$ cat config.mk
export PLATFORM = sky130hd
export DESIGN_NAME = adsc_queue
export DESIGN_NICKNAME = d
export VERILOG_FILES = /design/src/rtl/adsc_pkg.sv /design/src/rtl/adsc_queue.sv
export SDC_FILE = /design/constraint.sdc
export NUM_CORES = 1
export LEC_CHECK = 0
export ABC_AREA = 1
export BUFFER_PORTS_ARGS = -buffer_cell sky130_fd_sc_hd__buf_2
export CAP_MARGIN = 20
export CORE_UTILIZATION = 40
export DETAILED_ROUTE_END_ITERATION = 10
export GPL_TIMING_DRIVEN = 0
export PLACE_DENSITY = 0.69
export SLEW_MARGIN = 0
export SYNTH_ARGS = -nofsm -noshare
export SYNTH_HDL_FRONTEND = slang
export SYNTH_SLANG_ARGS = --single-unit
$ cat constraint.sdc
create_clock -name clk -period 11.2 [get_ports clk]
set_input_delay 1.12 -clock clk [delete_from_list [all_inputs] [get_ports clk]]
set_output_delay 1.12 -clock clk [all_outputs]
set_load 0.005 [all_outputs]
$ cat src/rtl/adsc_pkg.sv
// Shared types and constants of the area-average downscaler.
package adsc_pkg;

	localparam int DIM_W    = 11;
	localparam int PIX_W    = 8;
	localparam int SUM_W    = 30;
	localparam int N_W      = 2 * DIM_W;
	localparam int DIVD_W   = 2 * DIM_W;
	localparam int REG_IDX_W = 2;
	localparam int QUOT_STEPS = PIX_W;

	localparam logic [REG_IDX_W-1:0] REG_SRC_WIDTH  = 2'd0;
	localparam logic [REG_IDX_W-1:0] REG_SRC_HEIGHT = 2'd1;
	localparam logic [REG_IDX_W-1:0] REG_MAX_WIDTH  = 2'd2;

	localparam logic [DIM_W-1:0] RST_SRC_WIDTH  = 11'd640;
	localparam logic [DIM_W-1:0] RST_SRC_HEIGHT = 11'd480;
	localparam logic [DIM_W-1:0] RST_MAX_WIDTH  = 11'd0;

	typedef struct packed {
		logic [DIM_W-1:0] src_width;
		logic [DIM_W-1:0] src_height;
		logic [DIM_W-1:0] max_width;
	} cfg_t;

	typedef struct packed {
		logic [SUM_W-1:0] sum_red;
		logic [SUM_W-1:0] sum_green;
		logic [SUM_W-1:0] sum_blue;
		logic [N_W-1:0]   count;
		logic             row_last;
		logic             frame_last;
	} blk_t;

	typedef struct packed {
		logic              start;
		logic [DIVD_W-1:0] dividend;
		logic [DIM_W-1:0]  divisor;
	} div_req_t;

	typedef struct packed {
		logic             done;
		logic [DIM_W-1:0] quot;
	} div_rsp_t;

	typedef enum logic [2:0] {
		ST_IDLE,
		ST_F_OH,
		ST_F_CE,
		ST_F_BE,
		ST_READ,
		ST_ACC,
		ST_COL,
		ST_BAND
	} front_state_t;

endpackage

$ cat src/rtl/adsc_queue.sv
// Two-entry queue of finished blocks between the front and back parts.
module adsc_queue
	import adsc_pkg::*;
(
	input  logic clk,
	input  logic arst_n,
	input  logic push,
	input  blk_t wr_entry,
	output logic full,
	input  logic pop,
	output blk_t rd_entry,
	output logic empty
);

	blk_t       mem_q [2];
	logic       wr_ptr_q, rd_ptr_q;
	logic [1:0] cnt_q;

	assign full     = (cnt_q == 2'd2);
	assign empty    = (cnt_q == 2'd0);
	assign rd_entry = mem_q[rd_ptr_q];

	always_ff @(posedge clk or negedge arst_n) begin
		if (!arst_n) begin
			wr_ptr_q <= 1'b0;
			rd_ptr_q <= 1'b0;
			cnt_q    <= '0;
		end else begin
			if (push) wr_ptr_q <= !wr_ptr_q;
			if (pop)  rd_ptr_q <= !rd_ptr_q;
			if (push && !pop) begin
				cnt_q <= cnt_q + 1'b1;
			end else if (pop && !push) begin
				cnt_q <= cnt_q - 1'b1;
			end
		end
	end

	always_ff @(posedge clk) begin
		if (push) mem_q[wr_ptr_q] <= wr_entry;
	end

	a_no_overflow: assert property (@(posedge clk) disable iff (!arst_n) push |-> !full)
		else $error("Block queue written while full.");
	a_no_underflow: assert property (@(posedge clk) disable iff (!arst_n) pop |-> !empty)
		else $error("Block queue read while empty.");

endmodule

==> reports/results.tsv <==
stage	metric	value	unit
outcome	outcome	finished clean	
clocking	clock latency on the worst-skew pair	0.50	ns
yosys	post-synth top area share	79.3	%
detailed_routing	total wire length	16.0	mm
yosys	Yosys warning total	0	
cells_and_area	Fill cells	1714	
worst_setup_path	R2R Setup Slk	9.23	ns
worst_setup_path	Max FO, Critical Path	10	
clocking	clk slew on worst S/H paths	0.06	ns
pwr	Power Dens Cells	254	mW/mm²
clocking	htree depth	1	
pwr	leakage	4.36	nW
sta	setup TNS	0	ns
worst_setup_path	Worst R2R Path Depth	3	
worst_setup_path	FF-to-FF Start	wr_ptr_q	
clocking	TritonCTS clock tree	yes	
worst_setup_path	arrival time at the worst endpoint	1.82	ns
sta	WHS	0.412	ns
sta	skew final	0.00952	ns
sta	Hold Fails Final Rpt	0	
worst_setup_path	nature of the critical path endpoint	output pin	
yosys	Simple-Gate Fraction of Synth Area	0.478	%
sta	minimum clock period	2.94	ns
clocking	CTS-repair resized insts	0	
grt	first-pass GRT wire length	24.4	mm
sta	Setup WS post-layout	8.26	ns
detailed_routing	Avg Vias per Cell	4.68	
job	number of max-cap violations	0	
clocking	cts bufs inserted	24	
detailed_routing	Detail Route Antenna Nets	0	
sta	final count of negative-setup-slack endpoints	0	
yosys	Synth area leader	edfxtp_1	
cells_and_area	P&R area growth vs syn	28.6	%
detailed_routing	Iter 0 DRT Violations	150	
floorplan	die width	149	µm
clocking	post-CTS setup buffers	0	
floorplan	# IOs	234	
placed_design	Post-DP HPWL	10.9	mm
detailed_routing	DR vias	4384	
yosys	count of cell types in the netlist	14	
sta	max_slew headroom	46.6	%
yosys	Synth Register Bits	232	
placed_design	# port buffers	233	
yosys	top post-synthesis cells by area	edfxtp_1 79%, mux2_4 8.7%, mux2_2 8.3%	
yosys	synthesized cell area	0.00863	mm²
sta	fmax	0.340	GHz
grt	vias in the first global route	4874	
worst_setup_path	R2R Path End	mem_q[0][47]	
clocking	hold buffers post-CTS	0	
worst_setup_path	CP required	10.08	ns
yosys	Synth Area in Adders	0.145	%
yosys	Post-Syn Nets	499	
grt	total gr overflow	0	
placed_design	routability cong.	0.809	
grt	largest net degree at the start of global routing	62	
floorplan	die height	149	µm
yosys	Syn Inst Count	380	
floorplan	num rows	53	
detailed_routing	wire per inst	17.1	µm
cells_and_area	proportion of layout cells with a drive suffix above 1	60.6	%
placed_design	post-place setup slack	8.36	ns
cells_and_area	Final Core Density	52.6	%
sta	max-slew violation count	0	
yosys	XOR/XNOR Fraction of Synth Area	0.304	%
worst_setup_path	Setup crit start kind	flop	
yosys	largest family of logic cells by synthesized area	multiplexers	
yosys	post-synthesis sequential area ratio	80.5	%
hold_path	min-delay worst type	input pin to async pin	
floorplan	initial core utilization	40.9	%
detailed_routing	DRT Pass-1 Iters	4	
clocking	Clock Tree Buf Depth	3	
pwr	Max VDD drop	0.000156	V
pwr	Pwr Total	2.82	mW
cells_and_area	footprint of the multi-input gates	0.00156	mm²
yosys	mux cell area share after synthesis	17.0	%
floorplan	Die ar.	0.0222	mm²
sta	unrepaired setup endpoints after global routing	false	
cells_and_area	Final nets	762	
grt	total track usage	14.3	%
grt	initial antenna violation count	2	
sta	Worst-Margin Slew	0.800	ns
sta	Final period util	26.3	%
yosys	Compound-Gate Fraction of Synth Area	0	%
worst_setup_path	critical path class	flop to output pin	
clocking	Sink Count	232	
yosys	Avg Inst Size Synth	22.7	µm²
detailed_routing	DRC Markers	0	
floorplan	core area	0.0211	mm²
cells_and_area	FF+latch area	0.00695	mm²
clocking	CTS root buffer	clkbuf_16	
[logic make-up after synthesis]
kind of cell,Yosys count
adders and majority gates,1
muxes,114
DFF,232
buffers and inverters,20
xor gates and xnor gates,3
and+or+nand+nor,10
[through the flow]
stage,instances,area [µm²]
finish,936,11100
detailed placement,892,10200
global placement,888,10100
CTS,935,11100
floorplan,380,8630
global route,935,11100
[worst max path at each step]
stage	startpoint	endpoint	slack [ns]	cells past startpoint
floorplan	push	mem_q[0][0]	4.68	2
global placement	push	mem_q[0][51]	2.16	3
detailed placement	push	mem_q[0][55]	8.36	5
CTS	rd_ptr_q	rd_entry[86]	8.19	5
global route	rd_ptr_q	rd_entry[91]	8.15	5
finish	rd_ptr_q	rd_entry[95]	8.26	5
[registers in the layout (all words and copies together) (netlist names)]
| register | cells |
|---|---|
| wr_ptr_q | 1 |
| rd_ptr_q | 1 |
| cnt_q | 2 |
| mem_q | 228 |
[layout make-up]
class / count / area share [%]
inverter: 7 / 0.259
clock inverter: 16 / 2.02
timing repair buffer: 237 / 11.3
sequential: 232 / 62.6
multi-input combinational: 128 / 14.0
clock buffer: 27 / 5.70
buffer: 13 / 0.981
antenna: 1 / 0.0225
tap: 275 / 3.10
[per-layer routing]
metal  global-route usage [%]  wire length [µm]
met5                        0                13
met4                     4.08               282
met3                     5.32              1570
met2                     25.9              8240
met1                     15.4              5940
[report_power, final]
| part | internal (mW) | switching (mW) |
|---|---|---|
| sequential | 1.15 | 0.0412 |
| clock | 0.541 | 0.311 |
| combinational | 0.413 | 0.363 |
[cells in the final DEF, fill, tap and decap left out]
master / count
buf_6: 7
inv_1: 6
buf_12: 3
nor2_1: 2
buf_16: 1
clkbuf_16: 25
bufinv_16: 6
mux2_4: 50
inv_4: 1
clkinv_2: 2
dfrtp_1: 4
edfxtp_1: 228
buf_2: 239
nand4_1: 1
xnor2_1: 1
clkinvlp_4: 1
xor2_1: 2
nor2_4: 1
nand2_1: 5
mux2_2: 64
nand3_1: 1
ha_1: 1
diode_2: 1
clkbuf_1: 2
clkinv_1: 7
[critical path, stage by stage, from the launching register on]
cell and delay (ns):
dfrtp_1 0.34, buf_6 0.14, buf_6 0.18, buf_6 0.21, mux2_4 0.32, buf_2 0.13
[Yosys cell counts, drive strengths merged]
library cell / instances
nand4: 1
nand3: 1
ha: 1
nor2: 3
xor2: 2
edfxtp: 228
mux2: 114
dfrtp: 4
nand2: 5
inv: 7
buf: 13
xnor2: 1
Power figures use the tool's default switching activity.
