$ cat config.mk
export PLATFORM = sky130hd
export DESIGN_NAME = adsc_sdiv
export DESIGN_NICKNAME = d
export VERILOG_FILES = /design/src/rtl/adsc_pkg.sv /design/src/rtl/adsc_sdiv.sv
export SDC_FILE = /design/constraint.sdc
export NUM_CORES = 1
export LEC_CHECK = 0
export ABC_AREA = 1
export BUFFER_PORTS_ARGS = -buffer_cell sky130_fd_sc_hd__buf_2
export CAP_MARGIN = 20
export CORE_MARGIN = 2
export CORE_UTILIZATION = 50
export DETAILED_ROUTE_END_ITERATION = 16
export GPL_TIMING_DRIVEN = 0
export PLACE_DENSITY_LB_ADDON = 0.15
export SLEW_MARGIN = 20
export SYNTH_ARGS = -nofsm -noshare
export SYNTH_HDL_FRONTEND = slang
export SYNTH_SLANG_ARGS = --single-unit
export TNS_END_PERCENT = 10
$ cat constraint.sdc
create_clock -name clk -period 2.2 [get_ports clk]
set_clock_uncertainty 0.2 [all_clocks]
set_input_delay 0.22 -clock clk [delete_from_list [all_inputs] [get_ports clk]]
set_output_delay 0.22 -clock clk [all_outputs]
set_load 0.05 [all_outputs]
$ cat src/rtl/adsc_pkg.sv
// Shared types and constants of the area-average downscaler.
package adsc_pkg;

	localparam int DIM_W    = 11;
	localparam int PIX_W    = 8;
	localparam int SUM_W    = 30;
	localparam int N_W      = 2 * DIM_W;
	localparam int DIVD_W   = 2 * DIM_W;
	localparam int REG_IDX_W = 2;
	localparam int QUOT_STEPS = PIX_W;

	localparam logic [REG_IDX_W-1:0] REG_SRC_WIDTH  = 2'd0;
	localparam logic [REG_IDX_W-1:0] REG_SRC_HEIGHT = 2'd1;
	localparam logic [REG_IDX_W-1:0] REG_MAX_WIDTH  = 2'd2;

	localparam logic [DIM_W-1:0] RST_SRC_WIDTH  = 11'd640;
	localparam logic [DIM_W-1:0] RST_SRC_HEIGHT = 11'd480;
	localparam logic [DIM_W-1:0] RST_MAX_WIDTH  = 11'd0;

	typedef struct packed {
		logic [DIM_W-1:0] src_width;
		logic [DIM_W-1:0] src_height;
		logic [DIM_W-1:0] max_width;
	} cfg_t;

	typedef struct packed {
		logic [SUM_W-1:0] sum_red;
		logic [SUM_W-1:0] sum_green;
		logic [SUM_W-1:0] sum_blue;
		logic [N_W-1:0]   count;
		logic             row_last;
		logic             frame_last;
	} blk_t;

	typedef struct packed {
		logic              start;
		logic [DIVD_W-1:0] dividend;
		logic [DIM_W-1:0]  divisor;
	} div_req_t;

	typedef struct packed {
		logic             done;
		logic [DIM_W-1:0] quot;
	} div_rsp_t;

	typedef enum logic [2:0] {
		ST_IDLE,
		ST_F_OH,
		ST_F_CE,
		ST_F_BE,
		ST_READ,
		ST_ACC,
		ST_COL,
		ST_BAND
	} front_state_t;

endpackage

$ cat src/rtl/adsc_sdiv.sv
// Iterative restoring divider for output height and boundaries, one quotient bit per cycle.
module adsc_sdiv
	import adsc_pkg::*;
(
	input  logic     clk,
	input  logic     arst_n,
	input  div_req_t req,
	output div_rsp_t rsp,
	output logic     busy
);

	localparam int CNT_W = $clog2(DIVD_W);

	logic              busy_q;
	logic              done_q;
	logic [CNT_W-1:0]  cnt_q;
	logic [DIM_W-1:0]  rem_q;
	logic [DIM_W-1:0]  div_q;
	logic [DIVD_W-1:0] sh_q;
	logic [DIM_W:0]    trial;
	logic              ge;

	assign trial = {rem_q, sh_q[DIVD_W-1]};
	assign ge    = trial >= {1'b0, div_q};

	always_ff @(posedge clk or negedge arst_n) begin
		if (!arst_n) begin
			busy_q <= 1'b0;
			done_q <= 1'b0;
			cnt_q  <= '0;
		end else begin
			done_q <= 1'b0;
			if (req.start) begin
				busy_q <= 1'b1;
				cnt_q  <= '0;
			end else if (busy_q) begin
				cnt_q <= cnt_q + 1'b1;
				if (cnt_q == CNT_W'(DIVD_W - 1)) begin
					busy_q <= 1'b0;
					done_q <= 1'b1;
				end
			end
		end
	end

	always_ff @(posedge clk) begin
		if (req.start) begin
			rem_q <= '0;
			div_q <= req.divisor;
			sh_q  <= req.dividend;
		end else if (busy_q) begin
			rem_q <= ge ? DIM_W'(trial - {1'b0, div_q}) : trial[DIM_W-1:0];
			sh_q  <= {sh_q[DIVD_W-2:0], ge};
		end
	end

	assign rsp.done = done_q;
	assign rsp.quot = sh_q[DIM_W-1:0];
	assign busy     = busy_q;

	a_start_idle: assert property (@(posedge clk) disable iff (!arst_n) req.start |-> !busy_q)
		else $error("Divider started while busy.");

endmodule

==> results.toml, run 1 <==
[logic_synthesis]
ys_seq_area_share_pct = 46.2
synthCells = 365
yosys.cell_types.count = 33
ys_ff_latch = 51
synth_top_cell_by_area = "edfxtp_1"
avgSynthCellArea_um2 = 8.22
ys_warn_count = 0
yosysTopAreaCellShare_pct = 33.0
synthTopCellsByArea = "edfxtp_1, nand2_1, dfxtp_1, inv_1, dfrtp_1"
synth_area_mm2 = 0.00300
syn_nets = 415

[worst_setup_path]
r2r_cells = 11
crit_arrival_ns = 2.02
crit_type = "flop to flop"
end_kind = "flop"
path_max_fanout = 10
crit_path_start_kind = "flop"
cp.required_ns = 2.08

[timing]
tightest_slew_ns = 0.886
min_period_ns = 2.14
setup_ws_ns = 0.0590
slew_headroom_pct = 40.9
drv_slew = 0
finalHoldViolCount = 0
max_freq_mhz = 467
timing.final.setup_violations = 0
post-route-period-util_pct = 97.3

[final_layout]
final_nets = 503
fin_util_pct = 64.4
final_cell_mix = "nand2_1, buf_2, inv_1, edfxtp_1, dlygate4sd3_1"
layout-area-overhead-vs-synth_pct = 25.6
nFillCells = 494
fin_area_mm2 = 0.00377
fin_cells = 529
final_common_cell = "nand2_1"
drive_gt1_share_pct = 22.7
antennaDiodeCount = 0

[run]
maxCapViolations = 0

[routing]
avgRoutedWirePerCell_um = 12.8
wirelength_um = 6780
drt_iter0_markers = 121
vias = 2606
ant_nets = 0
firstDrtPassIters = 4
vias_per_cell = 4.93
drc_errors = 0

[place]
hpwl_um = 4490
gp_congestion = 0.906
placed_area_mm2 = 0.00333
dp.cells = 488
io_buffers = 48
dp_slack_ns = -0.0613

[pwr]
ir_worst_vdd_uv = 542
p_per_area_mw_per_mm2 = 958
p_leak_nw = 1.93
power_mw = 3.61

[floorplanning]
start_util_pct = 51.3
row_count = 28
fp.dieH_um = 81.5
io_pins = 49
fp.dieArea_mm2 = 0.00663
fp.dieW_um = 81.5
core_area_mm2 = 0.00585

[global_route]
antenna_found_initial = 0
grt_remaining_overflow = 0
grt_max_degree = 24
grt_pass1_wl_um = 11200
grt_pass1_vias = 2568
grt_use_total_pct = 22.2

[hold_path]
min_path_cells = 3
hp-class = "input pin to flop"

[clock_network]
clock_path_buffers = 2
clock_latency_ns = 0.31
cts_tree = "yes"
cts-root-buf = "clkbuf_8"
numCtsBuffers = 5
htreeDepth = 2
clk_pin_slew_ns = 0.10
cts_sinks = 51

[run_status]
status = "complete, no violations"
-- worst paths after layout --
check,from,end,slack [ns]
worst max register to register,sh_q[21]$_DFFE_PP_,sh_q[0]$_DFFE_PP_,0.06
min in group asynchronous,arst_n,busy$_DFF_PN0_,0.06
worst min register to register,rem_q[0]$_SDFFE_PP0P_,rem_q[0]$_SDFFE_PP0P_,0.28
worst min-delay path,req[12],sh_q[1]$_DFFE_PP_,0.009
worst max-delay path,sh_q[21]$_DFFE_PP_,sh_q[0]$_DFFE_PP_,0.06
max in group asynchronous,arst_n,cnt_q[0]$_DFFE_PN0P_,1.58
-- cells in the mapped netlist --
| library cell | count |
|---|---|
| dfxtp_1 | 11 |
| o21ai_0 | 2 |
| nor2_2 | 2 |
| inv_2 | 4 |
| a21oi_2 | 1 |
| and2_4 | 1 |
| nand2_1 | 132 |
| edfxtp_1 | 33 |
| or2_1 | 1 |
| buf_6 | 1 |
| buf_2 | 2 |
| nand3_1 | 25 |
| a21oi_1 | 6 |
| dfrtp_1 | 7 |
| fa_1 | 1 |
| buf_12 | 1 |
| ha_1 | 13 |
| nand4_4 | 1 |
| xor2_1 | 1 |
| nand3_2 | 6 |
| buf_1 | 1 |
| inv_1 | 48 |
| nor3b_1 | 1 |
| nor2_1 | 10 |
| nor2_4 | 1 |
| nor3_1 | 3 |
| o22ai_1 | 1 |
| clkbuf_1 | 4 |
| buf_4 | 13 |
| clkbuf_8 | 1 |
| nand2_2 | 13 |
| nand4_1 | 16 |
| xnor2_1 | 2 |
-- worst max-delay path, stage by stage (launching register included) --
cell      delay, ns
edfxtp_1       0.38
inv_1          0.09
ha_2           0.20
fa_2           0.23
inv_1          0.07
nand3_1        0.12
nand3_4        0.12
nand2_4        0.10
nand4_4        0.11
buf_12         0.18
nand2_1        0.06
nand2_1        0.04
-- cells by family after synthesis --
group                    count (synthesis)  synth area share (%)
XOR/XNOR                                 3                 0.876
AO/OA/AOI/OAI                           10                  1.84
flip-flops                              51                  46.2
adder cells (fa/ha/maj)                 14                  6.09
AND/OR/NAND/NOR                        212                  32.7
buffers and inverters                   75                  12.2
-- layout make-up --
type / instances / area (um2) / area share [%]
repair buffers: 81 / 571 / 15.1
clock inverters: 2 / 12.5 / 0.332
multi-input cells: 239 / 1260 / 33.6
well taps: 75 / 93.8 / 2.49
flip-flops and latches: 51 / 1390 / 36.8
inverters: 52 / 195 / 5.18
plain buffers: 23 / 171 / 4.55
clock buffers: 6 / 72.6 / 1.93
-- report_power, final --
| group | internal (mW) | leakage (nW) | switching [mW] |
|---|---|---|---|
| registers | 1.19 | 0.531 | 0.103 |
| logic | 0.719 | 1.36 | 1.06 |
| clock network | 0.224 | 0.0428 | 0.314 |
| total | 2.13 | 1.93 | 1.48 |
-- registers in the layout, indices dropped and copies added (netlist names) --
register and count:
sh_q 22, div_q 11, rem_q 11, cnt_q 5
busy 1, done_q 1
-- what timing repair did --
| item | in CTS | in global routing |
|---|---|---|
| hold buffers | 33 | 0 |
| pin swaps | 0 | 1 |
| setup buffers | 0 | 0 |
| hold endpoints to repair | 39 | 0 |
| gates resized for setup | 1 | 3 |
| endpoints found under the setup margin | 9 | 10 |
-- per-layer routing --
| layer | wire length [um] | track usage (%) |
|---|---|---|
| met1 | 2850 | 26.3 |
| met2 | 3500 | 40.4 |
| met3 | 314 | 4.73 |
| met4 | 114 | 6.44 |
| met5 | 0 | 0 |
-- metrics by stage --
step | TNS (ns) | hold WS [ns]
floorplan | 0 | -0.276
global placement | -1.18 | -0.141
detailed placement | -1.36 | -0.137
CTS | 0 | 0.00420
global route | -0.0513 | 0.0207
finish | 0 | 0.00942
Power figures use the tool's default switching activity.
==> run 2, diff against run 1 <==
Settings changed: CORE_ASPECT_RATIO set to 0.7.
==> results.toml, run 2 (synthesized netlist as in run 1, its figures left out) <==
[worst_setup_path]
critPathTopFamily = "adder cells"
slowest_stage = "edfxtp_1"
end_kind = "flop"
r2r_start = "div_q[0]$_DFFE_PP_"
crit_arrival_ns = 2.18
ff2ff_setup_slack_ns = 0.03
crit_type = "flop to flop"
cp.required_ns = 2.21
path_cells = "ha_4, fa_2, inv_2, nand3_2, nand3_4, nand2_4, nand4_4, clkbuf_16, nand3_4, nand3_2, nand2_1"
r2r_cells = 11
critPathBufInv = 2
r2r_end = "rem_q[6]$_SDFFE_PP0P_"
cpPeakStageDelay_ns = 0.46
path_max_fanout = 5
crit_path_start_kind = "flop"

[final_layout]
final_cell_mix = "nand2_1, buf_2, inv_1, dlygate4sd3_1, edfxtp_1"
drive_gt1_share_pct = 26.0
final_common_cell = "nand2_1"
final_nets = 507
antennaDiodeCount = 0
largest_reg_flops = 22
fin_util_pct = 67.4
layout-area-overhead-vs-synth_pct = 29.4
regMostFlops = "sh_q"
reg_top3 = "sh_q (22), div_q (11), rem_q (11)"

[pwr]
seq_power_share_pct = 33.6
ir_worst_vdd_uv = 587
clock_power_share_pct = 14.3
switching_share_pct = 41.6
pwr-share-comb_pct = 52.0
intPower_mw = 2.24
power_mw = 3.84
switching_power_mw = 1.60
p_per_area_mw_per_mm2 = 988
p_leak_nw = 1.97

[timing]
finalHoldViolCount = 0
hold_ws_ns = 0.0665
setup_ws_ns = 0.0298
timing.final.setup_violations = 0
max_freq_mhz = 461
rsz0062_at_grt = "true"
tightest_slew_ns = 0.885
slew_headroom_pct = 40.9
min_period_ns = 2.17
post-route-period-util_pct = 98.6
drv_slew = 0
tns_ns = 0

[hold_path]
hp-class = "input pin to asynchronous set/reset pin"

[clock_network]
cts-root-buf = "clkbuf_8"
cts_sinks = 51
cts_tree = "yes"
clock_latency_ns = 0.31
clk_pin_slew_ns = 0.10
htreeDepth = 2
clock_path_buffers = 2
numCtsBuffers = 5

[global_route]
grt_pass1_wl_um = 10600
antenna_found_initial = 0
grt_remaining_overflow = 0
grt_use_total_pct = 21.4
grt_pass1_vias = 2282
grt_max_degree = 24

[floorplanning]
fp.dieH_um = 68.8
fp.dieW_um = 96.6
fp.dieArea_mm2 = 0.00664
start_util_pct = 52.1
core_area_mm2 = 0.00576
row_count = 23
io_pins = 49

[routing]
firstDrtPassIters = 5
drt_iter0_markers = 135
vias_per_cell = 4.85
drc_errors = 0
ant_nets = 0
vias = 2585
avgRoutedWirePerCell_um = 12.9
wirelength_um = 6900

[place]
hpwl_um = 4550
dp_slack_ns = -0.0178
gp_congestion = 0.887
io_buffers = 48

[run_status]
status = "complete, no violations"

[run]
maxCapViolations = 0
[run 2: layout make-up]
type	instances	area, um2
plain buffers	23	171
clock buffers	5	68.8
clock inverters	3	18.8
fillers	473	1870
inverters	52	195
multi-input cells	239	1330
flip-flops and latches	51	1390
well taps	75	93.8
repair buffers	85	621
[run 2: what timing repair did]
item                                   in CTS  in global routing
pin swaps                                   0                  6
hold buffers                               34                  0
endpoints found under the hold margin      40                  0
cloned                                      0                  1
setup buffers                               0                  2
gates resized for setup                     2                 15
setup endpoints to repair                   9                 12
[run 2: per-layer routing]
metal	vias to the layer above	wire length, um	GRT usage [%]
met5	-	0	0
met4	0	56	5.81
met3	5	345	3.59
met2	62	3050	30.6
met1	1182	3450	33.1
li1	1336	-	-
[run 2: worst max path at each step]
stage                                  start               endpoint  slack (ns)  cells past startpoint
after floorplan           div_q[0]$_DFFE_PP_  rem_q[6]$_SDFFE_PP0P_        0.23                     11
after global placement    div_q[0]$_DFFE_PP_  rem_q[7]$_SDFFE_PP0P_       -0.02                     11
after detailed placement  div_q[0]$_DFFE_PP_  rem_q[6]$_SDFFE_PP0P_       -0.02                     11
after CTS                 div_q[0]$_DFFE_PP_  rem_q[6]$_SDFFE_PP0P_       0.003                     11
after global routing      div_q[0]$_DFFE_PP_  rem_q[6]$_SDFFE_PP0P_       -0.05                     11
final                     div_q[0]$_DFFE_PP_  rem_q[6]$_SDFFE_PP0P_        0.03                     11
[run 2: power groups by stage]
stage / Clock, mW / Sequential, mW / Combinational [mW]
after global routing: 0.599 / 1.31 / 2.20
after CTS: 0.569 / 1.29 / 1.75
after detailed placement: 0 / 1.30 / 1.70
after global placement: 0 / 1.30 / 1.68
after floorplan: 0 / 1.28 / 1.39
final: 0.550 / 1.29 / 2.00
[run 2: per-stage QoR]
stage	instance area, um2	cells
finish	3880	533
global route	3880	533
CTS	3760	530
detailed placement	3330	488
global placement	3330	488
floorplan	3000	365
