`src/rtl/adsc_pkg.sv`:
```
// Shared types and constants of the area-average downscaler.
package adsc_pkg;

	localparam int DIM_W    = 11;
	localparam int PIX_W    = 8;
	localparam int SUM_W    = 30;
	localparam int N_W      = 2 * DIM_W;
	localparam int DIVD_W   = 2 * DIM_W;
	localparam int REG_IDX_W = 2;
	localparam int QUOT_STEPS = PIX_W;

	localparam logic [REG_IDX_W-1:0] REG_SRC_WIDTH  = 2'd0;
	localparam logic [REG_IDX_W-1:0] REG_SRC_HEIGHT = 2'd1;
	localparam logic [REG_IDX_W-1:0] REG_MAX_WIDTH  = 2'd2;

	localparam logic [DIM_W-1:0] RST_SRC_WIDTH  = 11'd640;
	localparam logic [DIM_W-1:0] RST_SRC_HEIGHT = 11'd480;
	localparam logic [DIM_W-1:0] RST_MAX_WIDTH  = 11'd0;

	typedef struct packed {
		logic [DIM_W-1:0] src_width;
		logic [DIM_W-1:0] src_height;
		logic [DIM_W-1:0] max_width;
	} cfg_t;

	typedef struct packed {
		logic [SUM_W-1:0] sum_red;
		logic [SUM_W-1:0] sum_green;
		logic [SUM_W-1:0] sum_blue;
		logic [N_W-1:0]   count;
		logic             row_last;
		logic             frame_last;
	} blk_t;

	typedef struct packed {
		logic              start;
		logic [DIVD_W-1:0] dividend;
		logic [DIM_W-1:0]  divisor;
	} div_req_t;

	typedef struct packed {
		logic             done;
		logic [DIM_W-1:0] quot;
	} div_rsp_t;

	typedef enum logic [2:0] {
		ST_IDLE,
		ST_F_OH,
		ST_F_CE,
		ST_F_BE,
		ST_READ,
		ST_ACC,
		ST_COL,
		ST_BAND
	} front_state_t;

endpackage

```
`src/rtl/adsc_back.sv`:
```
// Back part: divides the block sums by the pixel count and holds the result word.
module adsc_back
	import adsc_pkg::*;
(
	input  logic             clk,
	input  logic             arst_n,
	input  blk_t             q_entry,
	input  logic             q_empty,
	output logic             q_pop,
	output logic             empty,
	input  logic             pop,
	output logic [PIX_W-1:0] avg_red,
	output logic [PIX_W-1:0] avg_green,
	output logic [PIX_W-1:0] avg_blue,
	output logic             row_last,
	output logic             frame_last
);

	localparam int STEP_W = $clog2(QUOT_STEPS + 1);

	logic              busy_q, out_valid_q;
	logic [STEP_W-1:0] cnt_q;
	logic [SUM_W-1:0]  rem_r_q, rem_g_q, rem_b_q, dsh_q;
	logic [PIX_W-1:0]  q_r_q, q_g_q, q_b_q;
	logic              rl_q, fl_q;
	logic [N_W-1:0]    n_c;
	logic              ge_r, ge_g, ge_b, fin, slot_free;

	assign n_c       = (q_entry.count == '0) ? N_W'(1) : q_entry.count;
	assign q_pop     = !busy_q && !q_empty;
	assign ge_r      = rem_r_q >= dsh_q;
	assign ge_g      = rem_g_q >= dsh_q;
	assign ge_b      = rem_b_q >= dsh_q;
	assign fin       = busy_q && (cnt_q == STEP_W'(QUOT_STEPS));
	assign slot_free = !out_valid_q || pop;

	always_ff @(posedge clk or negedge arst_n) begin
		if (!arst_n) begin
			busy_q      <= 1'b0;
			out_valid_q <= 1'b0;
			cnt_q       <= '0;
		end else begin
			if (pop) out_valid_q <= 1'b0;
			if (q_pop) begin
				busy_q <= 1'b1;
				cnt_q  <= '0;
			end else if (fin) begin
				if (slot_free) begin
					busy_q      <= 1'b0;
					out_valid_q <= 1'b1;
				end
			end else if (busy_q) begin
				cnt_q <= cnt_q + 1'b1;
			end
		end
	end

	always_ff @(posedge clk) begin
		if (q_pop) begin
			rem_r_q <= q_entry.sum_red;
			rem_g_q <= q_entry.sum_green;
			rem_b_q <= q_entry.sum_blue;
			dsh_q   <= SUM_W'(n_c) << (QUOT_STEPS - 1);
			rl_q    <= q_entry.row_last;
			fl_q    <= q_entry.frame_last;
		end else if (busy_q && !fin) begin
			if (ge_r) rem_r_q <= rem_r_q - dsh_q;
			if (ge_g) rem_g_q <= rem_g_q - dsh_q;
			if (ge_b) rem_b_q <= rem_b_q - dsh_q;
			q_r_q <= {q_r_q[PIX_W-2:0], ge_r};
			q_g_q <= {q_g_q[PIX_W-2:0], ge_g};
			q_b_q <= {q_b_q[PIX_W-2:0], ge_b};
			dsh_q <= dsh_q >> 1;
		end
		if (fin && slot_free) begin
			avg_red    <= q_r_q;
			avg_green  <= q_g_q;
			avg_blue   <= q_b_q;
			row_last   <= rl_q;
			frame_last <= fl_q;
		end
	end

	assign empty = !out_valid_q;

endmodule

```
`config.mk`:
```
export PLATFORM = sky130hd
export DESIGN_NAME = adsc_back
export DESIGN_NICKNAME = d
export VERILOG_FILES = /design/src/rtl/adsc_pkg.sv /design/src/rtl/adsc_back.sv
export SDC_FILE = /design/constraint.sdc
export NUM_CORES = 1
export LEC_CHECK = 0
export BUFFER_PORTS_ARGS = -buffer_cell sky130_fd_sc_hd__buf_2
export CAP_MARGIN = 20
export CORE_MARGIN = 1
export CORE_UTILIZATION = 56
export CTS_CLUSTER_DIAMETER = 80
export CTS_CLUSTER_SIZE = 25
export DETAILED_ROUTE_END_ITERATION = 10
export PLACE_DENSITY = 0.84
export SLEW_MARGIN = 30
export SYNTH_ARGS = -nofsm -noshare
export SYNTH_HDL_FRONTEND = slang
export SYNTH_SLANG_ARGS = --single-unit
```
`constraint.sdc`:
```
create_clock -name clk -period 8.2 [get_ports clk]
set_clock_uncertainty 0.2 [all_clocks]
set_input_delay 0.82 -clock clk [delete_from_list [all_inputs] [get_ports clk]]
set_output_delay 0.82 -clock clk [all_outputs]
set_load 0.02 [all_outputs]
```
==> metrics.log, run 1 <==
[metrics] post-detailed-route wirelength per cell: 18.9 um
[metrics] nature of the critical path startpoint: flop
[metrics] required time worst endpoint: 7.18 ns
[metrics] utilization after layout: 64.8%
[metrics] fillers: 1,599
[metrics] core area: 20,200 um2
[metrics] Netlist cell types: 71
[metrics] class of the most critical hold timing path: reg2reg
[metrics] multiplexer share of the synthesized area: 0.271%
[metrics] Die Wd: 145 um
[metrics] post-synthesis instance area: 11,500 um2
[metrics] ratio of routed vias to standard cells: 6.15
[metrics] total clock buffers created by CTS: 17
[metrics] compound-cell area share of the yosys netlist: 21.7%
[metrics] nets in the synthesized netlist: 1,389
[metrics] gpl congestion: 0.970
[metrics] count of warnings emitted by yosys: 0
[metrics] Final Cycle Share: 50.2%
[metrics] CTS tree: yes
[metrics] CTS clock-pin slew for the worst setup and hold paths: 0.07 ns
[metrics] final worst setup slack: 4.09 ns
[metrics] count of pins over their slew limit: 0
[metrics] y dimension of the die: 145 um
[metrics] result of the run: finished clean
[metrics] number of design-rule violations left by the first detailed-router iteration: 960
[metrics] antenna fix cells: 0
[metrics] # clock sinks: 177
[metrics] Area growth syn-to-layout: 13.8%
[metrics] first-pass GRT wire length: 47,200 um
[metrics] worst relative slew slack: 42.4%
[metrics] starting utilization of the core area: 57.0%
[metrics] dominant combinational cell family by area after synthesis: compound AO/OA/AOI/OAI gates
[metrics] master cell of the clock root buffer: clkbuf_16
[metrics] quantity of I/O buffers inserted on ports: 145
[metrics] Total GRT Usage: 28.5%
[metrics] maximum fanout encountered on the critical timing path: 51
[metrics] number of antenna-violating nets in the routed design: 0
[metrics] count of nets after finishing: 1,514
[metrics] transition time of the tightest slew-check pin: 0.856 ns
[metrics] number of flip-flops and latches in the synthesized netlist: 177
[metrics] Routed Wire Length: 29,900 um
[metrics] most used flip-flop cell after synthesis: edfxtp_1
[metrics] grt ovf: 0
[metrics] DR vias: 9,759
[metrics] Detailed Routing Iterations Pass 1: 5
[metrics] pin count of the biggest net entering global routing: 84
[metrics] setup slack at placement: 4.17 ns
[metrics] post-synthesis sequential area ratio: 45.2%
[metrics] total count of hold-check failures in the final report: 0
[metrics] share of cells above drive strength 1: 15.9%
[metrics] xor/xnor cell area share of the yosys netlist: 5.55%
[metrics] half-perimeter wire length after detailed placement: 22,400 um
[metrics] Max-Cap Viols: 0
[metrics] area of the die: 21,200 um2
[metrics] instance count of the mapped netlist: 1,179
[metrics] average instance area after synthesis: 9.78 um2
[metrics] adder-cell share of the synthesized area: 10.2%
[metrics] Async S/R FF share, synth: 3.39%
[metrics] I/O Pins: 146
[metrics] simple-gate share of the synthesized area: 13.4%
[metrics] antenna violations before repair: 0
[metrics] critical path data arrival time: 3.09 ns
[metrics] number of enable flip-flop cells after synthesis: 164
[metrics] std cell rows: 52
[metrics] unrepaired setup endpoints after global routing: no
[metrics] FMAX: 0.243 GHz
[metrics] number of levels in the clock H-tree: 4
[metrics] number of post-CTS setup repair buffers: 0
[metrics] via count of the first global-routing pass: 9,186
[metrics] Critical Path End Type: output port
[metrics] total negative setup slack: 0 ns
[metrics] post-layout min period: 4.11 ns
[metrics] final setup violation count: 0
[metrics] number of hold buffers added after CTS: 1
[metrics] crit path kind: reg2out
[metrics] Longest Clk Path Bufs: 2
[metrics] Skew-Pair Late Insertion Delay: 0.45 ns
[metrics] post-detailed-route DRC marker count: 0
[metrics] number of cells upsized or downsized after cts: 0
==> logic make-up after synthesis <==
logic type,after synthesis
xor gates and xnor gates,73
DFF,177
muxes,3
AOI/OAI and AO/OA,394
adders and majority gates,92
buffers and inverters,105
and+or+nand+nor,335
==> worst max-delay path: stages, from the launching register on <==
cell and delay, ns:
dfrtp_1 0.61, or2_4 0.54, inv_2 0.59, buf_4 0.58, buf_2 0.27
==> state kept, by name (all words and copies together) (netlist names), 4 cells and up <==
register and cells:
q_g_q 8, rem_g_q 30, avg_green 8, rem_b_q 30, dsh_q 29, avg_blue 8, avg_red 8, q_r_q 8
rem_r_q 30, q_b_q 8, cnt_q 4
==> per-stage QoR <==
| step | area [um2] | instances | hold WS [ns] |
|---|---|---|---|
| 3_5_place_dp | 12500 | 1554 | 0.212 |
| 6_report | 13100 | 1587 | 0.227 |
| 3_3_place_gp | 12500 | 1553 | 0.203 |
| 5_1_grt | 13100 | 1587 | 0.241 |
| 2_1_floorplan | 11500 | 1179 | 0.200 |
| 4_1_cts | 13100 | 1587 | 0.231 |
==> routing by layer <==
layer	global-route usage, %	wire length, um	vias up
met5	0	0	-
li1	-	-	4634
met4	14.9	1400	0
met2	45.3	13700	462
met3	3.67	2130	77
met1	38.4	12700	4586
==> cell usage in the layout, fill, tap and decap left out, types with 3 or more instances in the layout <==
cell	n
o21a_1	11
a211o_1	7
a22o_1	21
xor2_1	36
clkbuf_16	17
nand2_1	104
nand2b_1	15
clkinv_8	4
dfrtp_1	6
a21o_1	48
a21boi_0	3
fa_1	3
a21oi_1	140
ha_1	89
a31oi_1	14
o31a_1	4
xnor2_1	37
inv_8	8
edfxtp_1	164
o21ai_0	77
nand4_1	16
a41oi_1	3
nor2_1	115
nor2b_1	12
buf_2	145
buf_4	6
and3_1	9
o21bai_1	13
nor4_1	9
nand3_1	21
o211ai_1	3
a211oi_1	11
dfxtp_1	7
a21oi_2	3
inv_1	56
o31ai_1	7
a221o_1	4
nor3_1	14
a31o_2	3
==> layout make-up <==
type / instances / area (um2) / share of cell area (%)
multi-input cells: 897 / 5940 / 45.2
flip-flops and latches: 177 / 5220 / 39.7
repair buffers: 153 / 808 / 6.16
clock buffers: 17 / 425 / 3.24
well taps: 270 / 338 / 2.57
inverters: 58 / 218 / 1.66
clock inverters: 15 / 181 / 1.38
==> worst paths after layout <==
kind                             from      endpoint  slack (ns)  cells past startpoint
min reg2reg                  q_g_q[7]  avg_green[7]        0.23                      0
min in group asynchronous      arst_n   out_valid_q        0.52                      2
max in group asynchronous      arst_n        busy_q        7.12                      2
max reg2reg                rem_g_q[0]    rem_g_q[3]        4.13                     13
min                          q_g_q[7]  avg_green[7]        0.23                      0
max                            busy_q         q_pop        4.09                      4
==> cell usage after synthesis, drive strengths merged, types with 2 or more instances <==
library cell	count	area, um2
edfxtp	164	4920
a21oi	143	723
nor2	115	432
nand2	104	390
ha	89	1110
o21ai	81	413
inv	57	214
a21o	49	369
clkbuf	41	154
xnor2	37	324
xor2	36	315
a22o	21	184
nand3	21	105
a31oi	16	100
nand4	16	100
nand2b	15	93.8
nor3	14	70.1
o21bai	13	97.6
and3	12	82.6
nor2b	12	75.1
a211oi	11	82.6
o21a	11	82.6
nor4	9	56.3
o31ai	8	65.1
a211o	7	61.3
dfxtp	7	140
buf	6	47.5
dfrtp	6	150
a41oi	5	51.3
a221o	4	40.0
a31o	4	43.8
o31a	4	35.0
a21boi	3	22.5
fa	3	60.1
o211ai	3	22.5
a221oi	2	35.0
and2	2	12.5
and4	2	17.5
mux2i	2	20.0
nor3b	2	15.0
nor4b	2	17.5
o221ai	2	17.5
o311ai	2	17.5
Power of run 1 is left out: the tool's default activity adds up to more than one toggle a clock period on the data nets, which glitch-free logic cannot reach.
==> inputs of run 2 (changes only) <==
==> constraint.sdc (replaced) <==
create_clock -name clk -period 4.2 [get_ports clk]
set_clock_uncertainty 0.2 [all_clocks]
set_input_delay 0.42 -clock clk [delete_from_list [all_inputs] [get_ports clk]]
set_output_delay 0.42 -clock clk [all_outputs]
set_load 0.02 [all_outputs]
==> metrics.log, run 2 (synthesized netlist as in run 1, its figures left out) <==
[metrics] required time worst endpoint: 4.09 ns (was 7.18 ns)
[metrics] gpl congestion: 0.968 (was 0.970)
[metrics] Area growth syn-to-layout: 14.3% (was 13.8%)
[metrics] total count of hold-check failures in the final report: 0 (unchanged)
[metrics] area of the die: 21,200 um2 (unchanged)
[metrics] total clock buffers created by CTS: 17 (unchanged)
[metrics] Skew-Pair Late Insertion Delay: 0.45 ns (about the same)
[metrics] antenna violations before repair: 0 (unchanged)
[metrics] y dimension of the die: 145 um (unchanged)
[metrics] std cell rows: 52 (unchanged)
[metrics] crit path kind: reg2reg (was reg2out)
[metrics] starting utilization of the core area: 57.0% (unchanged)
[metrics] post-detailed-route wirelength per cell: 19.1 um (was 18.9 um)
[metrics] Max-Cap Viols: 0 (unchanged)
[metrics] # clock sinks: 177 (unchanged)
[metrics] number of levels in the clock H-tree: 4 (unchanged)
[metrics] number of design-rule violations left by the first detailed-router iteration: 870 (was 960)
[metrics] class of the most critical hold timing path: in2reg (was reg2reg)
[metrics] pin count of the biggest net entering global routing: 133 (was 84)
[metrics] number of post-CTS setup repair buffers: 0 (unchanged)
[metrics] FMAX: 0.276 GHz
[metrics] Critical Path End Type: flop (was output port)
[metrics] cell family with most CP delay: compound AO/OA/AOI/OAI gates (was buffers and inverters)
[metrics] Critical path buffers and inverters: 1 (was 3)
[metrics] via count of the first global-routing pass: 9,503 (was 9,186)
[metrics] grt ovf: 0 (unchanged)
[metrics] Die Wd: 145 um (unchanged)
[metrics] violated checks: design-rule violations
[metrics] critical path data arrival time: 3.51 ns (was 3.09 ns)
[metrics] post-detailed-route DRC marker count: 1 (was 0)
[metrics] core area: 20,200 um2 (unchanged)
[metrics] unrepaired setup endpoints after global routing: no (unchanged)
[metrics] result of the run: finished, violations left (was finished clean)
[metrics] commonest cells after routing, fill and taps aside: edfxtp_1, buf_2, a21oi_1, nor2_1, nand2_1 (unchanged)
[metrics] utilization after layout: 65.1% (was 64.8%)
[metrics] ratio of routed vias to standard cells: 6.10 (was 6.15)
[metrics] transition time of the tightest slew-check pin: 0.730 ns (was 0.856 ns)
[metrics] nature of the critical path startpoint: flop (unchanged)
[metrics] CTS tree: yes (unchanged)
[metrics] worst relative slew slack: 50.9% (was 42.4%)
[metrics] biggest registers after layout: rem_b_q (30), rem_g_q (30), rem_r_q (30) (unchanged)
[metrics] antenna fix cells: 0 (unchanged)
[metrics] CTS clock-pin slew for the worst setup and hold paths: 0.07 ns (about the same)
[metrics] number of antenna-violating nets in the routed design: 0 (unchanged)
[metrics] delay of the slowest cell on the worst path: 0.41 ns (was 0.61 ns)
[metrics] Slowest-stage cell, CP: fa_1 (was dfrtp_1)
[metrics] DR vias: 9,717 (was 9,759)
[metrics] Longest Clk Path Bufs: 2 (unchanged)
[metrics] leading cell type in the layout, fill and taps excluded: edfxtp_1 (unchanged)
[metrics] share of cells above drive strength 1: 16.1% (was 15.9%)
[metrics] Total GRT Usage: 29.2% (was 28.5%)
[metrics] master cell of the clock root buffer: clkbuf_16 (unchanged)
[metrics] number of cells upsized or downsized after cts: 0 (unchanged)
[metrics] quantity of I/O buffers inserted on ports: 145 (unchanged)
[metrics] half-perimeter wire length after detailed placement: 22,700 um (was 22,400 um)
[metrics] post-layout min period: 3.62 ns
[metrics] I/O Pins: 146 (unchanged)
[metrics] final setup violation count: 0 (unchanged)
[metrics] count of pins over their slew limit: 0 (unchanged)
[metrics] count of nets after finishing: 1,520 (was 1,514)
[metrics] Routed Wire Length: 30,400 um (was 29,900 um)
[metrics] Final Cycle Share: 86.2%
[metrics] first-pass GRT wire length: 48,100 um (was 47,200 um)
[metrics] cells along the critical path: ha_1 > fa_1 > nor2b_1 > o31ai_1 > a211oi_1 > a211o_1 > a31o_4 > a221oi_4 > a21oi_2 > o21ai_2 > a31oi_4 > buf_4 (was or2_4 > inv_2 > buf_4 > buf_2)
[metrics] total negative setup slack: 0 ns (unchanged)
[metrics] maximum fanout encountered on the critical timing path: 30 (was 51)
[metrics] Detailed Routing Iterations Pass 1: 9 (was 5)
[run 2: cell types whose count changed in the layout (fill, tap and decap cells not counted)]
cell / change
clkinv_8: +1
buf_16: -1
inv_6: +4
dlygate4sd3_1: +3
buf_4: +2
buf_12: +2
inv_8: -5
[run 2: repair_timing]
item,in CTS,in global routing
hold endpoints to repair,9,0
hold buffers,4,0
endpoints found under the setup margin,0,0
[run 2: metal layers]
metal / global-route usage [%] / share of wire, %
met5: 0 / 0
met4: 12.9 / 3.7
met3: 4.58 / 6.3
met2: 49.4 / 48
met1: 37.1 / 42
[run 2: layout make-up]
type                            count  area [um2]
Timing Repair Buffer              159         866
Sequential cell                   177        5220
Inverter                           58         218
Clock inverter                     15         176
Fill cell                        1617        7060
Clock buffer                       17         425
Multi-Input combinational cell    897        5940
Tap cell                          270         338
[run 2: path summary, 6_finish.rpt]
check	slack (ns)	to	depth (start not counted)	start
max	0.58	rem_r_q[13]	12	dsh_q[0]
min	0.05	rem_r_q[27]	3	q_entry[111]
max reg2reg	0.58	rem_r_q[13]	12	dsh_q[0]
min reg2reg	0.22	frame_last	0	fl_q
max in group asynchronous	3.54	busy_q	2	arst_n
min in group asynchronous	0.12	out_valid_q	2	arst_n
[run 2: worst reg2reg max path, cell delays in order (launching register included)]
cell and delay (ns):
dfxtp_1 0.36, ha_1 0.22, fa_1 0.41, nor2b_1 0.22, o31ai_1 0.10, a211oi_1 0.29, a211o_1 0.31, a31o_4 0.23
a221oi_4 0.07, a21oi_2 0.14, o21ai_2 0.08, a31oi_4 0.18, buf_4 0.41
[run 2: per-stage QoR]
| step | hold WS, ns | cell area (um2) | worst slack (ns) | std cells |
|---|---|---|---|---|
| floorplan | -0.0756 | 11500 | 0.562 | 1179 |
| global placement | 0.0489 | 12500 | 0.758 | 1557 |
| detailed placement | 0.0511 | 12500 | 0.653 | 1557 |
| CTS | 0.0461 | 13200 | 0.625 | 1593 |
| global route | 0.0596 | 13200 | 0.433 | 1593 |
| finish | 0.0460 | 13200 | 0.581 | 1593 |
Power of run 2 is left out for the same reason.
==> inputs of run 3 (changes only) <==
--- a/config.mk
+++ b/config.mk
@@ -5,6 +5,7 @@
 export SDC_FILE = /design/constraint.sdc
 export NUM_CORES = 1
 export LEC_CHECK = 0
+export ABC_AREA = 1
 export BUFFER_PORTS_ARGS = -buffer_cell sky130_fd_sc_hd__buf_2
 export CAP_MARGIN = 20
 export CORE_MARGIN = 1
==> metrics.log, run 3 <==
[metrics] result of the run: finished clean (was finished, violations left)
[metrics] Netlist cell types: 36 (was 71)
[metrics] most frequent cells after synthesis: nand2_1, inv_1, edfxtp_1 (was edfxtp_1, a21oi_1, nor2_1)
[metrics] number of enable flip-flop cells after synthesis: 164 (unchanged)
[metrics] M2 GR Usage: 53.7% (was 49.4%)
[metrics] utilization after layout: 64.7% (was 65.1%)
[metrics] total negative setup slack: 0 ns (unchanged)
[metrics] Routed Wire Length: 39,300 um (was 30,400 um)
[metrics] Longest Clk Path Bufs: 2 (unchanged)
[metrics] grt ovf: 0 (unchanged)
[metrics] number of flip-flops and latches in the synthesized netlist: 177 (unchanged)
[metrics] pin count of the biggest net entering global routing: 143 (was 133)
[metrics] starting utilization of the core area: 57.5% (was 57.0%)
[metrics] CTS tree: yes (unchanged)
[metrics] cell types occupying the most area after synthesis: edfxtp_1, nand2_1, inv_1 (was edfxtp_1, ha_1, a21oi_1)
[metrics] post-detailed-route DRC marker count: 0 (was 1)
[metrics] Slowest-stage cell, CP: fa_1 (unchanged)
[metrics] class of the most critical hold timing path: in2reg (unchanged)
[metrics] # clock sinks: 177 (unchanged)
[metrics] Total GRT Usage: 32.3% (was 29.2%)
[metrics] ratio of routed vias to standard cells: 5.39 (was 6.10)
[metrics] leading cell type in the layout, fill and taps excluded: nand2_1 (was edfxtp_1)
[metrics] FF-to-FF Start: rem_r_q[0] (was dsh_q[0])
[metrics] commonest cells after routing, fill and taps aside: nand2_1, inv_1, edfxtp_1, buf_2, nand3_1 (was edfxtp_1, buf_2, a21oi_1, nor2_1, nand2_1)
[metrics] I/O Pins: 146 (unchanged)
[metrics] most repeated library cell on the critical path: nand2_1
[metrics] total clock buffers created by CTS: 17 (unchanged)
[metrics] worst min-delay path endpoint: busy_q (was rem_r_q[27])
[metrics] FF-to-FF path depth: 15 (was 12)
[metrics] cells along the critical path: inv_1 > ha_1 > fa_1 > inv_1 > nand3_1 > nand3_2 > nand2_1 > nand2_1 > nand2_1 > nand2_1 > nand2_1 > nand3_2 > nand2_1 > nand2_1 > buf_4 (was ha_1 > fa_1 > nor2b_1 > o31ai_1 > a211oi_1 > a211o_1 > a31o_4 > a221oi_4 > a21oi_2 > o21ai_2 > a31oi_4 > buf_4)
[metrics] most used flip-flop cell after synthesis: edfxtp_1 (unchanged)
[metrics] met1 Track Usage GR: 42.3% (was 37.1%)
[metrics] finished layout cell area: 15,300 um2 (was 13,200 um2)
[metrics] number of antenna-violating nets in the routed design: 0 (unchanged)
[metrics] post-detailed-route wirelength per cell: 16.0 um (was 19.1 um)
[metrics] number of levels in the clock H-tree: 4 (unchanged)
[metrics] post-synthesis sequential area ratio: 38.3% (was 45.2%)
[metrics] most area-hungry cell type in the Yosys netlist: edfxtp_1 (unchanged)
[metrics] instance count of the mapped netlist: 1,969 (was 1,179)
[metrics] Skew-Pair Late Insertion Delay: 0.44 ns (was 0.45 ns)
[metrics] number of cells upsized or downsized after cts: 0 (unchanged)
[metrics] FMAX: 0.331 GHz (was 0.276 GHz)
[metrics] Die Wd: 158 um (was 145 um)
[metrics] final setup violation count: 0 (unchanged)
[metrics] Hold Path Depth: 2 (was 3)
[metrics] fillers: 2,147 (was 1,617)
[metrics] nets in the synthesized netlist: 2,179 (was 1,389)
[metrics] share of cells above drive strength 1: 11.6% (was 16.1%)
[metrics] Area growth syn-to-layout: 12.4% (was 14.3%)
[metrics] maximum fanout encountered on the critical timing path: 16 (was 30)
[metrics] Final Cycle Share: 71.9% (was 86.2%)
[metrics] GR peak layer: met2 (unchanged)
[metrics] unrepaired setup endpoints after global routing: no (unchanged)
[metrics] transition time of the tightest slew-check pin: 0.775 ns (was 0.730 ns)
[metrics] leading cell type by number of instances after synthesis: nand2_1 (was edfxtp_1)
[metrics] delay of the slowest cell on the worst path: 0.38 ns (was 0.41 ns)
[metrics] Async S/R FF share, synth: 3.39% (unchanged)
[metrics] count of pins over their slew limit: 0 (unchanged)
[metrics] crit path kind: reg2reg (unchanged)
[metrics] nature of the critical path startpoint: flop (unchanged)
[metrics] number of post-CTS setup repair buffers: 0 (unchanged)
[metrics] Max-Cap Viols: 0 (unchanged)
[metrics] core area: 23,700 um2 (was 20,200 um2)
[metrics] antenna violations before repair: 0 (unchanged)
[metrics] worst relative slew slack: 48.1% (was 50.9%)
[metrics] half-perimeter wire length after detailed placement: 31,000 um (was 22,700 um)
[metrics] critical path data arrival time: 2.93 ns (was 3.51 ns)
[metrics] antenna fix cells: 0 (unchanged)
[metrics] number of design-rule violations left by the first detailed-router iteration: 1,321 (was 870)
[metrics] area share of the largest cell type after synthesis: 36.1% (was 42.7%)
[metrics] area of the die: 25,000 um2 (was 21,200 um2)
[metrics] number of hold buffers added after CTS: 4 (unchanged)
[metrics] end of the worst register-to-register path: rem_r_q[17] (was rem_r_q[13])
[metrics] average instance area after synthesis: 6.92 um2 (was 9.78 um2)
[metrics] register-to-register setup slack: 1.18 ns (was 0.58 ns)
[metrics] biggest registers after layout: rem_b_q (30), rem_g_q (30), rem_r_q (30) (unchanged)
[metrics] first-pass GRT wire length: 61,300 um (was 48,100 um)
[metrics] required time worst endpoint: 4.11 ns (was 4.09 ns)
[metrics] total count of hold-check failures in the final report: 0 (unchanged)
[metrics] post-layout min period: 3.02 ns (was 3.62 ns)
[metrics] CTS clock-pin slew for the worst setup and hold paths: 0.07 ns (about the same)
[metrics] via count of the first global-routing pass: 12.3k (was 9,503)
[metrics] placed instance area: 14,700 um2 (was 12,500 um2)
[metrics] count of nets after finishing: 2,332 (was 1,520)
[metrics] y dimension of the die: 158 um (was 145 um)
[metrics] quantity of I/O buffers inserted on ports: 145 (unchanged)
[metrics] Detailed Routing Iterations Pass 1: 8 (was 9)
[metrics] Critical Path End Type: flop (unchanged)
[metrics] gpl congestion: 0.981 (was 0.968)
[metrics] count of warnings emitted by yosys: 0 (unchanged)
[metrics] met3 Use GR: 4.35% (was 4.58%)
[metrics] post-synthesis instance area: 13,600 um2 (was 11,500 um2)
[metrics] master cell of the clock root buffer: clkbuf_16 (unchanged)
[metrics] worst min-delay path startpoint: q_empty (was q_entry[111])
[metrics] DR vias: 13.2k (was 9,717)
[metrics] std cell rows: 56 (was 52)
## run 3: area by class of cell
class                   count  area, um2  share of cell area, %
clock inverters            15        131                  0.857
inverters                 339       1270                   8.30
multi-input cells        1428       7030                   45.9
well taps                 319        399                   2.60
clock buffers              17        425                   2.78
flip-flops and latches    177       5220                   34.0
repair buffers            159        853                   5.57
## run 3: critical path, delay by kind of cell, from the launching register on
family	cells	cell delay (ns)
flip-flops	1	0.36
buffers and inverters	3	0.52
adder cells (fa/ha/maj)	2	0.66
AND/OR/NAND/NOR	10	0.94
## run 3: worst max-delay path by stage
stage | from | endpoint | slack [ns] | depth (start not counted)
after floorplan | cnt_q[0] | avg_blue[0] | 1.03 | 4
after global placement | rem_r_q[0] | rem_r_q[0] | 1.28 | 15
after detailed placement | rem_b_q[0] | rem_b_q[4] | 1.26 | 15
after CTS | rem_r_q[0] | rem_r_q[0] | 1.21 | 15
after global routing | rem_b_q[0] | rem_b_q[0] | 1.03 | 15
final | rem_r_q[0] | rem_r_q[17] | 1.18 | 15
## run 3: cell families (layout without fill, tap and decap cells)
group                    count (synthesis)  count (layout)  share of synthesized area (%)
AND/OR/NAND/NOR                       1160            1160                           35.6
buffers and inverters                  364             530                           10.2
flip-flops                             177             177                           38.3
AO/OA/AOI/OAI                          163             163                           6.49
adder cells (fa/ha/maj)                 92              92                           8.61
XOR/XNOR                                13              13                          0.835
## run 3: metal layers
layer / share of wire, % / vias up
li1: - / 6575
met1: 41 / 5929
met2: 46 / 618
met3: 8.8 / 93
met4: 3.8 / 0
met5: 0 / -
## run 3: stage by stage
step / std cells / setup slack (ns) / hold slack (ns)
after global routing: 2454 / 1.03 / 0.0171
after floorplan: 1969 / 1.03 / -0.0756
after global placement: 2418 / 1.28 / 0.0503
after CTS: 2454 / 1.21 / 0.0109
final: 2454 / 1.18 / 0.0153
after detailed placement: 2418 / 1.26 / 0.0524
Power of run 3 is left out for the same reason.
